[src/hdl/assert_macros.svh]
// Assertion macros used by the RTL.
`ifndef ASSERT_MACROS_SVH
`define ASSERT_MACROS_SVH
`ifndef SYNTH
`define SCP_ASSERT_NOW(lbl, ante, cons) \
	lbl: assert property (@(posedge clk) disable iff (!arst_n) (ante) |-> (cons)) \
		else $error("assertion failed");
`define SCP_ASSERT_NEXT(lbl, ante, cons) \
	lbl: assert property (@(posedge clk) disable iff (!arst_n) (ante) |=> (cons)) \
		else $error("assertion failed");
`else
`define SCP_ASSERT_NOW(lbl, ante, cons)
`define SCP_ASSERT_NEXT(lbl, ante, cons)
`endif
`endif

[src/hdl/scp_pkg.sv]
package scp_pkg;

	localparam int ARG_MAX    = 12;
	localparam int HEAD_BYTES = 8;
	localparam int TAIL_BYTES = 4;
	localparam int STEP_W     = 4;

	localparam logic [7:0] CH_COLON = 8'h3A;
	localparam logic [7:0] CH_LF    = 8'h0A;
	localparam logic [7:0] CH_CR    = 8'h0D;
	localparam logic [7:0] CH_TAB   = 8'h09;
	localparam logic [7:0] CH_VT    = 8'h0B;
	localparam logic [7:0] CH_FF    = 8'h0C;
	localparam logic [7:0] CH_SPACE = 8'h20;
	localparam logic [7:0] CH_PLUS  = 8'h2B;
	localparam logic [7:0] CH_MINUS = 8'h2D;
	localparam logic [7:0] CH_ZERO  = 8'h30;
	localparam logic [7:0] CH_NINE  = 8'h39;
	localparam logic [7:0] CH_LOW_A = 8'h61;
	localparam logic [7:0] CH_LOW_Z = 8'h7A;
	localparam logic [7:0] CASE_GAP = 8'h20;
	localparam logic [7:0] CH_P     = 8'h50;
	localparam logic [7:0] CH_S     = 8'h53;
	localparam logic [7:0] CH_V     = 8'h56;
	localparam logic [7:0] CH_B     = 8'h42;
	localparam logic [7:0] CH_C     = 8'h43;
	localparam logic [7:0] CH_M     = 8'h4D;
	localparam logic [7:0] CH_U     = 8'h55;

	localparam logic [7:0]  VOL_RESET = 8'd20;
	localparam logic [7:0]  VOL_TOP   = 8'd255;
	localparam logic [15:0] MAG_SAT   = 16'd32768;

	typedef enum logic [1:0] {
		PH_COLON = 2'd0,
		PH_CMD   = 2'd1,
		PH_ARG   = 2'd2
	} phase_t;

	typedef enum logic [2:0] {
		PEND_STOP  = 3'd0,
		PEND_PLAY  = 3'd1,
		PEND_BEEP  = 3'd2,
		PEND_VOL   = 3'd3,
		PEND_CHDIR = 3'd4,
		PEND_MODE  = 3'd5,
		PEND_PAUSE = 3'd6
	} pend_t;

	typedef enum logic [3:0] {
		EV_NONE     = 4'd0,
		EV_PLAY     = 4'd1,
		EV_STOP     = 4'd2,
		EV_BEEP     = 4'd3,
		EV_CHDIR    = 4'd4,
		EV_VOLUME   = 4'd5,
		EV_MODE     = 4'd6,
		EV_PAUSE    = 4'd7,
		EV_OVERFLOW = 4'd8
	} evt_t;

	typedef enum logic [3:0] {
		U_NOP    = 4'd0,
		U_TAKE   = 4'd1,
		U_CHAR   = 4'd2,
		U_EMIT   = 4'd3,
		U_PINIT  = 4'd4,
		U_INC    = 4'd5,
		U_SIGN   = 4'd6,
		U_DIGIT  = 4'd7,
		U_FINISH = 4'd8
	} uop_t;

	typedef enum logic [2:0] {
		C_NEVER      = 3'd0,
		C_ALWAYS     = 3'd1,
		C_NO_INPUT   = 3'd2,
		C_NEED_PARSE = 3'd3,
		C_OUT_FREE   = 3'd4,
		C_NOT_WS     = 3'd5,
		C_NOT_SIGN   = 3'd6,
		C_NOT_DIGIT  = 3'd7
	} cond_t;

	typedef struct packed {
		uop_t              uop;
		cond_t             cond;
		logic [STEP_W-1:0] target;
	} ucode_t;

	typedef struct packed {
		logic need_parse;
		logic out_free;
		logic not_ws;
		logic not_sign;
		logic not_digit;
	} dp_stat_t;

	localparam logic [STEP_W-1:0] ST_WAIT  = 4'd0;
	localparam logic [STEP_W-1:0] ST_CHAR  = 4'd1;
	localparam logic [STEP_W-1:0] ST_EMIT  = 4'd2;
	localparam logic [STEP_W-1:0] ST_HOLD  = 4'd3;
	localparam logic [STEP_W-1:0] ST_PINIT = 4'd4;
	localparam logic [STEP_W-1:0] ST_SKIPT = 4'd5;
	localparam logic [STEP_W-1:0] ST_SKIP  = 4'd6;
	localparam logic [STEP_W-1:0] ST_SIGNT = 4'd7;
	localparam logic [STEP_W-1:0] ST_SIGN  = 4'd8;
	localparam logic [STEP_W-1:0] ST_DIGT  = 4'd9;
	localparam logic [STEP_W-1:0] ST_DIG   = 4'd10;
	localparam logic [STEP_W-1:0] ST_FIN   = 4'd11;

	function automatic ucode_t ucode_rom(input logic [STEP_W-1:0] step);
		ucode_t w;
		case (step)
			ST_WAIT:  w = '{U_TAKE,   C_NO_INPUT,   ST_WAIT};
			ST_CHAR:  w = '{U_CHAR,   C_NEED_PARSE, ST_PINIT};
			ST_EMIT:  w = '{U_EMIT,   C_OUT_FREE,   ST_WAIT};
			ST_HOLD:  w = '{U_NOP,    C_ALWAYS,     ST_EMIT};
			ST_PINIT: w = '{U_PINIT,  C_NEVER,      ST_WAIT};
			ST_SKIPT: w = '{U_NOP,    C_NOT_WS,     ST_SIGNT};
			ST_SKIP:  w = '{U_INC,    C_ALWAYS,     ST_SKIPT};
			ST_SIGNT: w = '{U_NOP,    C_NOT_SIGN,   ST_DIGT};
			ST_SIGN:  w = '{U_SIGN,   C_NEVER,      ST_WAIT};
			ST_DIGT:  w = '{U_NOP,    C_NOT_DIGIT,  ST_FIN};
			ST_DIG:   w = '{U_DIGIT,  C_ALWAYS,     ST_DIGT};
			ST_FIN:   w = '{U_FINISH, C_ALWAYS,     ST_EMIT};
			default:  w = '{U_NOP,    C_ALWAYS,     ST_WAIT};
		endcase
		return w;
	endfunction

endpackage

[src/hdl/serial_command_parser.sv]
// An ordinary accepted item is latched in the wait step, decoded in the char
// step and registered onto the outputs in the emit step. A newline ending a
// volume or mode line first walks the argument store in the shared parse steps.
// The sequencer takes a new item only in its wait step, after the emit step;
// a stalled result holds the sequencer for as long as the stall lasts.
// Reset: arst_n clears control state, volume to 20, mode to one shot, pause off.
`include "assert_macros.svh"
module serial_command_parser (
	input  logic        clk,
	input  logic        arst_n,
	input  logic        in_valid,
	output logic        in_stall,
	input  logic [7:0]  rx_char,
	output logic        out_valid,
	input  logic        out_stall,
	output logic [3:0]  event_res,
	output logic [7:0]  volume_level,
	output logic        play_continuous,
	output logic        paused,
	output logic [63:0] arg_head,
	output logic [31:0] arg_tail,
	output logic [3:0]  arg_length
);
	import scp_pkg::*;

	uop_t     uop;
	dp_stat_t stat;
	logic     no_line_ev;
	logic     args_clear;

	assign in_stall = (uop != U_TAKE);

	assign no_line_ev = (event_res == EV_NONE) || (event_res == EV_OVERFLOW);
	assign args_clear = (arg_head == '0) && (arg_tail == '0) && (arg_length == '0);

	scp_sequencer u_seq (
		.clk      (clk),
		.arst_n   (arst_n),
		.in_valid (in_valid),
		.stat     (stat),
		.uop      (uop)
	);

	scp_datapath u_dp (
		.clk             (clk),
		.arst_n          (arst_n),
		.uop             (uop),
		.in_valid        (in_valid),
		.rx_char         (rx_char),
		.out_stall       (out_stall),
		.stat            (stat),
		.out_valid       (out_valid),
		.event_res       (event_res),
		.volume_level    (volume_level),
		.play_continuous (play_continuous),
		.paused          (paused),
		.arg_head        (arg_head),
		.arg_tail        (arg_tail),
		.arg_length      (arg_length)
	);

	`SCP_ASSERT_NEXT(a_busy_after_take, in_valid && !in_stall, in_stall)
	`SCP_ASSERT_NOW(a_no_arg_without_line, out_valid && no_line_ev, args_clear)
	`SCP_ASSERT_NOW(a_arg_len_range, out_valid, arg_length <= 4'(ARG_MAX) && volume_level != VOL_TOP)

endmodule

[src/hdl/scp_sequencer.sv]
module scp_sequencer (
	input  logic              clk,
	input  logic              arst_n,
	input  logic              in_valid,
	input  scp_pkg::dp_stat_t stat,
	output scp_pkg::uop_t     uop
);
	import scp_pkg::*;

	logic [STEP_W-1:0] pc_q;
	ucode_t            word;
	logic              jump;

	assign word = ucode_rom(pc_q);
	assign uop  = word.uop;

	always_comb begin
		case (word.cond)
			C_NEVER:      jump = 1'b0;
			C_ALWAYS:     jump = 1'b1;
			C_NO_INPUT:   jump = !in_valid;
			C_NEED_PARSE: jump = stat.need_parse;
			C_OUT_FREE:   jump = stat.out_free;
			C_NOT_WS:     jump = stat.not_ws;
			C_NOT_SIGN:   jump = stat.not_sign;
			C_NOT_DIGIT:  jump = stat.not_digit;
			default:      jump = 1'b1;
		endcase
	end

	always_ff @(posedge clk or negedge arst_n) begin
		if (!arst_n) begin
			pc_q <= ST_WAIT;
		end else if (jump) begin
			pc_q <= word.target;
		end else begin
			pc_q <= pc_q + 1'b1;
		end
	end

endmodule

[src/hdl/scp_datapath.sv]
module scp_datapath (
	input  logic              clk,
	input  logic              arst_n,
	input  scp_pkg::uop_t     uop,
	input  logic              in_valid,
	input  logic [7:0]        rx_char,
	input  logic              out_stall,
	output scp_pkg::dp_stat_t stat,
	output logic              out_valid,
	output logic [3:0]        event_res,
	output logic [7:0]        volume_level,
	output logic              play_continuous,
	output logic              paused,
	output logic [63:0]       arg_head,
	output logic [31:0]       arg_tail,
	output logic [3:0]        arg_length
);
	import scp_pkg::*;

	logic [7:0]  ch_q;
	phase_t      phase_q;
	pend_t       pend_q;
	logic [3:0]  cnt_q;
	logic [7:0]  store_q [ARG_MAX];
	logic [7:0]  vol_q;
	logic        mode_q;
	logic        pause_q;
	logic [3:0]  idx_q;
	logic        neg_q;
	logic [15:0] mag_q;
	evt_t        res_ev_q;
	logic [63:0] res_head_q;
	logic [31:0] res_tail_q;
	logic [3:0]  res_len_q;
	logic        out_valid_q;
	logic [3:0]  out_ev_q;
	logic [7:0]  out_vol_q;
	logic        out_mode_q;
	logic        out_pause_q;
	logic [63:0] out_head_q;
	logic [31:0] out_tail_q;
	logic [3:0]  out_len_q;

	logic [7:0]  fold;
	logic [7:0]  cur;
	logic        cur_ok;
	logic        out_free;
	logic [19:0] prod;
	logic [63:0] pack_head;
	logic [31:0] pack_tail;

	assign fold = (rx_char >= CH_LOW_A && rx_char <= CH_LOW_Z) ? rx_char - CASE_GAP : rx_char;

	assign cur_ok = idx_q < cnt_q;
	assign cur    = cur_ok ? store_q[idx_q] : 8'h00;

	assign out_free = !out_valid_q || !out_stall;

	assign stat.need_parse = (phase_q == PH_ARG) && (ch_q == CH_LF) &&
		((pend_q == PEND_VOL) || (pend_q == PEND_MODE));
	assign stat.out_free   = out_free;
	assign stat.not_ws     = !(cur_ok && (cur == CH_SPACE || cur == CH_TAB ||
		cur == CH_VT || cur == CH_FF));
	assign stat.not_sign   = !(cur_ok && (cur == CH_PLUS || cur == CH_MINUS));
	assign stat.not_digit  = !(cur_ok && cur >= CH_ZERO && cur <= CH_NINE);

	assign prod = ({4'b0, mag_q} << 3) + ({4'b0, mag_q} << 1) + {16'b0, cur[3:0]};

	always_comb begin
		pack_head = '0;
		pack_tail = '0;
		for (int k = 0; k < HEAD_BYTES; k++) begin
			if (4'(k) < cnt_q) begin
				pack_head[8*k +: 8] = store_q[k];
			end
		end
		for (int k = 0; k < TAIL_BYTES; k++) begin
			if (4'(k + HEAD_BYTES) < cnt_q) begin
				pack_tail[8*k +: 8] = store_q[k + HEAD_BYTES];
			end
		end
	end

	always_ff @(posedge clk) begin
		if (uop == U_CHAR && phase_q == PH_ARG && ch_q != CH_CR && ch_q != CH_LF &&
			cnt_q < 4'(ARG_MAX)) begin
			store_q[cnt_q] <= ch_q;
		end
	end

	always_ff @(posedge clk or negedge arst_n) begin
		if (!arst_n) begin
			ch_q       <= '0;
			phase_q    <= PH_COLON;
			pend_q     <= PEND_STOP;
			cnt_q      <= '0;
			vol_q      <= VOL_RESET;
			mode_q     <= 1'b0;
			pause_q    <= 1'b0;
			idx_q      <= '0;
			neg_q      <= 1'b0;
			mag_q      <= '0;
			res_ev_q   <= EV_NONE;
			res_head_q <= '0;
			res_tail_q <= '0;
			res_len_q  <= '0;
		end else begin
			case (uop)
				U_TAKE: begin
					if (in_valid) begin
						ch_q <= fold;
					end
				end
				U_CHAR: begin
					res_ev_q   <= EV_NONE;
					res_head_q <= '0;
					res_tail_q <= '0;
					res_len_q  <= '0;
					case (phase_q)
						PH_CMD: begin
							phase_q <= PH_ARG;
							case (ch_q)
								CH_P:    pend_q <= PEND_PLAY;
								CH_S:    pend_q <= PEND_STOP;
								CH_V:    pend_q <= PEND_VOL;
								CH_B:    pend_q <= PEND_BEEP;
								CH_C:    pend_q <= PEND_CHDIR;
								CH_M:    pend_q <= PEND_MODE;
								CH_U:    pend_q <= PEND_PAUSE;
								default: phase_q <= PH_COLON;
							endcase
						end
						PH_ARG: begin
							if (ch_q == CH_CR) begin
								cnt_q <= cnt_q;
							end else if (ch_q != CH_LF) begin
								if (cnt_q < 4'(ARG_MAX)) begin
									cnt_q <= cnt_q + 1'b1;
								end else begin
									phase_q  <= PH_COLON;
									cnt_q    <= '0;
									res_ev_q <= EV_OVERFLOW;
								end
							end else if (!stat.need_parse) begin
								res_head_q <= pack_head;
								res_tail_q <= pack_tail;
								res_len_q  <= cnt_q;
								case (pend_q)
									PEND_PAUSE: begin
										pause_q  <= !pause_q;
										res_ev_q <= EV_PAUSE;
										pend_q   <= PEND_STOP;
									end
									PEND_PLAY:  res_ev_q <= EV_PLAY;
									PEND_BEEP:  res_ev_q <= EV_BEEP;
									PEND_CHDIR: res_ev_q <= EV_CHDIR;
									default:    res_ev_q <= EV_STOP;
								endcase
								cnt_q   <= '0;
								phase_q <= PH_COLON;
							end
						end
						default: begin
							phase_q <= (ch_q == CH_COLON) ? PH_CMD : PH_COLON;
						end
					endcase
				end
				U_PINIT: begin
					idx_q <= '0;
					neg_q <= 1'b0;
					mag_q <= '0;
				end
				U_INC: begin
					idx_q <= idx_q + 1'b1;
				end
				U_SIGN: begin
					neg_q <= (cur == CH_MINUS);
					idx_q <= idx_q + 1'b1;
				end
				U_DIGIT: begin
					mag_q <= (prod > {4'b0, MAG_SAT}) ? MAG_SAT : prod[15:0];
					idx_q <= idx_q + 1'b1;
				end
				U_FINISH: begin
					res_head_q <= pack_head;
					res_tail_q <= pack_tail;
					res_len_q  <= cnt_q;
					if (pend_q == PEND_VOL) begin
						if (!neg_q && mag_q != '0 && mag_q[15:8] == '0) begin
							vol_q <= VOL_TOP - mag_q[7:0];
						end
						res_ev_q <= EV_VOLUME;
					end else begin
						mode_q   <= (mag_q != '0);
						res_ev_q <= EV_MODE;
					end
					pend_q  <= PEND_STOP;
					cnt_q   <= '0;
					phase_q <= PH_COLON;
				end
				default: begin
					idx_q <= idx_q;
				end
			endcase
		end
	end

	always_ff @(posedge clk or negedge arst_n) begin
		if (!arst_n) begin
			out_valid_q <= 1'b0;
		end else if (uop == U_EMIT && out_free) begin
			out_valid_q <= 1'b1;
		end else if (!out_stall) begin
			out_valid_q <= 1'b0;
		end
	end

	always_ff @(posedge clk) begin
		if (uop == U_EMIT && out_free) begin
			out_ev_q    <= res_ev_q;
			out_vol_q   <= vol_q;
			out_mode_q  <= mode_q;
			out_pause_q <= pause_q;
			out_head_q  <= res_head_q;
			out_tail_q  <= res_tail_q;
			out_len_q   <= res_len_q;
		end
	end

	assign out_valid       = out_valid_q;
	assign event_res       = out_ev_q;
	assign volume_level    = out_vol_q;
	assign play_continuous = out_mode_q;
	assign paused          = out_pause_q;
	assign arg_head        = out_head_q;
	assign arg_tail        = out_tail_q;
	assign arg_length      = out_len_q;

endmodule

[config.mk]
export PLATFORM = sky130hd
export DESIGN_NAME = serial_command_parser
export DESIGN_NICKNAME = d
export VERILOG_FILES = /design/src/hdl/scp_pkg.sv /design/src/hdl/serial_command_parser.sv /design/src/hdl/scp_sequencer.sv /design/src/hdl/scp_datapath.sv
export VERILOG_INCLUDE_DIRS = /design/src /design/src/hdl
export SDC_FILE = /design/constraint.sdc
export NUM_CORES = 1
export LEC_CHECK = 0
export BUFFER_PORTS_ARGS = -buffer_cell sky130_fd_sc_hd__buf_2
export CAP_MARGIN = 30
export CELL_PAD_IN_SITES_DETAIL_PLACEMENT = 0
export CELL_PAD_IN_SITES_GLOBAL_PLACEMENT = 2
export CORE_ASPECT_RATIO = 1.1
export CORE_MARGIN = 4
export CORE_UTILIZATION = 39
export DETAILED_ROUTE_END_ITERATION = 10
export GPL_ROUTABILITY_DRIVEN = 0
export PLACE_DENSITY_LB_ADDON = 0.1
export REMOVE_ABC_BUFFERS = 1
export SLEW_MARGIN = 5
export SYNTH_ARGS = -nofsm -noshare
export SYNTH_HDL_FRONTEND = slang
export SYNTH_HIERARCHICAL = 1
export SYNTH_SLANG_ARGS = --single-unit
export TNS_END_PERCENT = 100
[constraint.sdc]
create_clock -name clk -period 13.6 [get_ports clk]
set_input_delay 4.08 -clock clk [delete_from_list [all_inputs] [get_ports clk]]
set_output_delay 4.08 -clock clk [all_outputs]
set_load 0.02 [all_outputs]
# ---- Yosys cells after proc, flatten, opt, wreduce, memory -nomap -nowiden
# Memories as Yosys holds them, arrays and structs flattened.
# Index checks and enable logic that the tools add are counted.
dict set report word_totals {
  memories 2
  rom_bits 176
  wordCells 221
  register_bits 271
  ramBits 96
}
dict set report classes {
  add_sub_neg 7
  n_reduce_logical 44
  bitwise 4
  n_eq_ne 54
  mux 68
  order_cmp 19
}
# memory words word_bits rd rd_clocked_by_memory_dff wr line
set mem_list {}
lappend mem_list {{(name not given)} 16 11 1 0 0 scp_pkg.sv:114} ;# case (step)
lappend mem_list {u_dp.store_q 12 8 13 0 1 scp_datapath.sv:24} ;# logic [7:0] store_q [ARG_MAX];
# cell n
set op_table {}
lappend op_table {{$mux W64} 4}
lappend op_table {{$mux W32} 4}
lappend op_table {{$pmux W64 S2} 1}
lappend op_table {{$mux W8} 14}
lappend op_table {{$pmux W32 S2} 1}
lappend op_table {{$mux W4} 15}
lappend op_table {{$eq A8 B7 Y1 const B} 7}
lappend op_table {{$eq A8 B4 Y1 const B} 5}
lappend op_table {{$eq A8 B6 Y1 const B} 4}
lappend op_table {{$pmux W16 S2} 1}
lappend op_table {{$pmux W4 S2} 4}
lappend op_table {{$eq A3 B3 Y1 const B} 7}
lappend op_table {{$pmux W3 S7} 1}
lappend op_table {{$add A19 B17 Y20} 1}
lappend op_table {{$add A20 B4 Y20} 1}
lappend op_table {{$gt A20 B16 Y1 const B} 1}
lappend op_table {{$eq A4 B3 Y1 const B} 4}
lappend op_table {{$lt A3 B4 Y1 const A} 4}
lappend op_table {{$lt A4 B4 Y1 const A} 4}
lappend op_table {{$mux W16} 1}
lappend op_table {{$ne A8 B4 Y1 const B} 2}
lappend op_table {{$reduce_bool A16 Y1} 1}
lappend op_table {{$ne A3 B3 Y1 const B} 5}
lappend op_table {{$logic_and A1 B1 Y1} 14}
lappend op_table {{other kinds (45)} 90}

# ---- Depth between registers and ports, before layout
dict set report logic_depth {
  ltp_word 10
  depth_mapped 20
}

# ---- Cells and area by module
# The synthesis kept the hierarchy.
# module area_per_inst_um2 cells_per_inst instances
set by_module_without_submodules {}
lappend by_module_without_submodules {scp_datapath 15747.6 1015 1}
lappend by_module_without_submodules {scp_sequencer 585.6 72 1}
lappend by_module_without_submodules {serial_command_parser 10.0 1 1}

# ---- Worst setup path after synthesis
# No wires, ideal clock.
dict set report synth_path {
  kind {input-to-reg}
  from {in out_stall}
  to {reg u_dp.out_head_q[0], in the netlist u_dp/arg_head[0], enable pin}
  setup_time_ns 0.906
  slack_ns -3.118
  t_arrival_ns 15.812
  cell_stages 2
  cell_sequence {nand2_1 > nor4b_1}
}
dict set report synth_between {
  elab_chain_len 3
}
# element line
set synth_lines {}
lappend synth_lines {{from (decl)} serial_command_parser.sv:15} ;# input logic out_stall,
lappend synth_lines {{$logic_not A1 Y1} scp_datapath.sv:57} ;# assign out_free = !out_valid_q || !out_stall;
lappend synth_lines {{$logic_or A1 B1 Y1} scp_datapath.sv:57}
lappend synth_lines {{$logic_and A1 B1 Y1} scp_datapath.sv:219} ;# if (uop == U_EMIT && out_free) begin
lappend synth_lines {{to (signal assigned)} scp_datapath.sv:224} ;# out_head_q <= res_head_q;
lappend synth_lines {{to (decl)} scp_datapath.sv:40} ;# logic [63:0] out_head_q;
# Every way passes these cells.
# A chain may end at the register's enable or synchronous reset.

# ---- Worst setup path in the final report
dict set report layout_path {
  from {reg u_seq.pc_q[0]}
  to {out in_stall}
}
dict set report layout_between {
  elab_chain_len 2
}
# element line
set layout_lines {}
lappend layout_lines {{from (decl)} scp_sequencer.sv:10} ;# logic [STEP_W-1:0] pc_q;
lappend layout_lines {{from (signal assigned)} scp_sequencer.sv:35} ;# pc_q <= word.target;
lappend layout_lines {{from (signal assigned)} scp_sequencer.sv:37} ;# pc_q <= pc_q + 1'b1;
lappend layout_lines {{$mem_v2 Z16 W11} --}
lappend layout_lines {{via uop[1]} serial_command_parser.sv:26} ;# uop_t uop;
lappend layout_lines {{$ne A4 B1 Y1} serial_command_parser.sv:31} ;# assign in_stall = (uop != U_TAKE);
lappend layout_lines {{to (decl)} serial_command_parser.sv:12} ;# output logic in_stall,
# The timed path passes the listed nets, and every way through them passes these cells.

==> results by group <==
Floorplan
  • Die Ht: 222.7 um
  • Die area: 0.04525 mm2
  • Die width: just over 200 um
  • Floorplan row count: between 70 and 80
  • Initial Util: 0.3950
  • Ports: roughly 130
  • Area of the core: 0.04138 mm2

Clock tree
  • CTS tree: built
  • Root buf cell: clkbuf_16
  • Worst-path clk slew: roughly 0.06 ns
  • CTS H-tree lvls: 2
  • Cts bufs inserted: 40
  • Post-CTS Setup Repair Bufs: 0
  • Hold buffer count at cts: 0
  • Worst skew pair latency: roughly 0.54 ns
  • Deepest clock path buffer count: 3
  • Clock sinks: approximately 400
  • Cts repair resizes: 0

Final layout
  • Layout cells sized above 1: 0.2020
  • # diodes: 0
  • Commonest non-fill, non-tap cells in the layout: edfxtp_1, dfrtp_1, buf_2
  • Area Overhead vs Synth: 16.89%
  • Commonest non-fill, non-tap cell in the layout: edfxtp_1
  • Layout Nets: 1322

Route
  • DR pass1 iterations: 5
  • ANT nets after route: 0
  • # DRC: 0
  • Drt wl/cell: 21.45 um
  • Vias per inst: 5.181
  • Via Count: 9596
  • Routed WL: 39720 um
  • Initial DRC count: 586

Worst setup path
  • CP max stage cell: or4b_1
  • Crit-path max FO: 12
  • Startpoint Class: flop
  • Critical Path RT: 9.52 ns
  • CP endpoint kind: output port
  • Critical setup path kind: flop to output port
  • CP arrival: 2.78 ns
  • Max incr delay on CP: 0.61 ns
  • Worst path cell trace: inv_1 -> ha_1 -> mux2i_1 -> nor2_1 -> or4b_1 -> buf_2
  • Reg2Reg Setup Slack: 7.74 ns

Timing
  • Final period utilization: 0.5042
  • Final Hold Viols: 0
  • Final setup viols: 0
  • Unrepaired setup endpoints after global routing: false
  • Period minus WS final: a little under 7 ns
  • Slew headroom: 0.3620
  • Setup ws final: about 6.7 ns
  • Slew Limit Fails: 0
  • Setup_tns: 0 ns
  • Clk_skew: 0.01672 ns
  • Fmax: 145.8 MHz
  • Least-Margin Pin Slew: between 0.9 and 1 ns

GRT
  • Initial antenna violation count: 0
  • Vias in the first global route: 9838
  • First-pass GRT wire length: 61330 um
  • All-layer global routing usage: 0.1748
  • Largest net degree at the start of global routing: just over 70
  • Gr ovfl total: 0

Power and ir drop
  • Maximum VDD drop: 0.1065 mV
  • Total power: 3.760 mW
  • PwrDens: 196.8 mW/mm2
  • P_leak: 7.909 nW

Yosys
  • Mapped Area: 0.01634 mm2
  • Mapped Cells: 1088
  • Netlist cell types: 74
  • Seq/Total Area, Yosys: 0.6852
  • Seq cells post-synth: 399
  • Post-synth EDFFs: roughly 240
  • Syn_area_per_cell: 15.02 um2
  • YS warnings: 6
  • Post-synth ARST share: 0.3935
  • Dominant synthesized flop cell: edfxtp_1

Status
  • Status: completed

Placed design
  • PortBufs: around 130
  • HPWL after DPL: 26530 um
  • Worst slack at placement: 6.981 ns

Run
  • Max-cap violations: 0

Worst hold path
  • HP Class: flop to flop
[layout make-up]
class / instances / area (um2)
Inverter: 32 / 120.1
Clock inverter: 21 / 217.7
Timing Repair Buffer: 145 / 774.5
Tap cell: 560 / 700.7
Clock buffer: 53 / 1134
Fill cell: 3724 / 22280
Multi-Input combinational cell: 642 / 4959
Sequential cell: 399 / 11200
[kinds of logic (layout without fill, tap and decap cells)]
kind of cell | Yosys count | in the layout | share of synthesized area
flip-flops | 399 | 399 | 0.6852
AO/OA/AOI/OAI | 256 | 256 | 0.1138
AND/OR/NAND/NOR | 223 | 223 | 0.07066
buffers and inverters | 78 | 251 | 0.01990
multiplexers | 59 | 59 | 0.05926
adder cells (fa/ha/maj) | 50 | 50 | 0.03920
XOR/XNOR | 22 | 22 | 0.01179
other | 1 | 32 | 0.0002295
[registers in the layout (all words and copies together), names as in the netlist, 16 cells and up]
| signal | count |
|---|---|
| u_dp/mag_q | 16 |
| u_dp/res_head_q | 64 |
| u_dp/res_tail_q | 32 |
| u_dp/arg_head | 64 |
| u_dp/arg_tail | 32 |
| u_dp/store_q | 128 |
[final timing paths]
check	from	endpoint	cells after the start
min	u_dp/vol_q[5]	u_dp/volume_level[5]	0
min in group asynchronous	arst_n	u_dp/res_tail_q[22]	1
max in group asynchronous	arst_n	u_dp/mag_q[10]	2
max reg2reg	u_dp/idx_q[3]	u_dp/mag_q[11]	17
min reg2reg	u_dp/vol_q[5]	u_dp/volume_level[5]	0
max	u_seq/pc_q[0]	in_stall	6
[power breakdown]
part	internal (mW)	switching (mW)	leakage [nW]	total [mW]
clock	0.665	0.457	0.657	1.12
sequential	1.51	0.139	4.49	1.65
combinational	0.332	0.653	2.76	0.985
[stage by stage]
| step | cell area [um2] | hold slack [ns] | instances | util |
|---|---|---|---|---|
| 2_1_floorplan | 16250 | 0.4197 | 1073 | - |
| 3_3_place_gp | 17720 | 0.4309 | 1773 | 0.4282 |
| 3_5_place_dp | 17740 | 0.4338 | 1776 | 0.4287 |
| 4_1_cts | 19090 | 0.4493 | 1850 | 0.4614 |
| 5_1_grt | 19100 | 0.4608 | 1852 | 0.4617 |
| 6_report | 19100 | 0.4457 | 1852 | 0.4617 |
[layer usage]
layer	share of wire	vias up	track usage	wire (um)
li1	-	4518	-	-
met1	0.48	4836	0.2567	18880
met2	0.47	194	0.2778	18560
met3	0.038	48	0.02511	1490
met4	0.020	0	0.04113	793
met5	0	-	0	0
[worst max-delay path: cells and delay by family (launching register included)]
| kind | cells | cell delay [ns] |
|---|---|---|
| AND/OR/NAND/NOR | 2 | 0.78 |
| adder cells (fa/ha/maj) | 1 | 0.39 |
| flip-flops | 1 | 0.58 |
| buffers and inverters | 2 | 0.35 |
| multiplexers | 1 | 0.14 |
[Yosys cell counts (all sizes together) (8+ instances only)]
| library cell | instances | area [um2] |
|---|---|---|
| clkbuf | 33 | 123.9 |
| nor2b | 10 | 62.56 |
| nand3 | 18 | 90.09 |
| nand2 | 64 | 240.2 |
| mux4 | 28 | 634.4 |
| xor2 | 15 | 131.4 |
| dfrtp | 155 | 3879 |
| a21oi | 42 | 214.0 |
| mux2 | 13 | 153.9 |
| nor3 | 17 | 85.08 |
| o21ai | 47 | 239.0 |
| a211oi | 8 | 65.06 |
| o31ai | 11 | 82.58 |
| a22o | 98 | 858.3 |
| nor4 | 8 | 56.30 |
| mux2i | 18 | 180.2 |
| nor2 | 40 | 150.1 |
| buf | 13 | 81.32 |
| and3 | 9 | 56.30 |
| ha | 48 | 600.6 |
| inv | 31 | 116.4 |
| and2 | 8 | 50.05 |
| edfxtp | 242 | 7267 |
| nand4 | 10 | 62.56 |
| a21o | 11 | 82.58 |
Power figures use the tool's default switching activity.
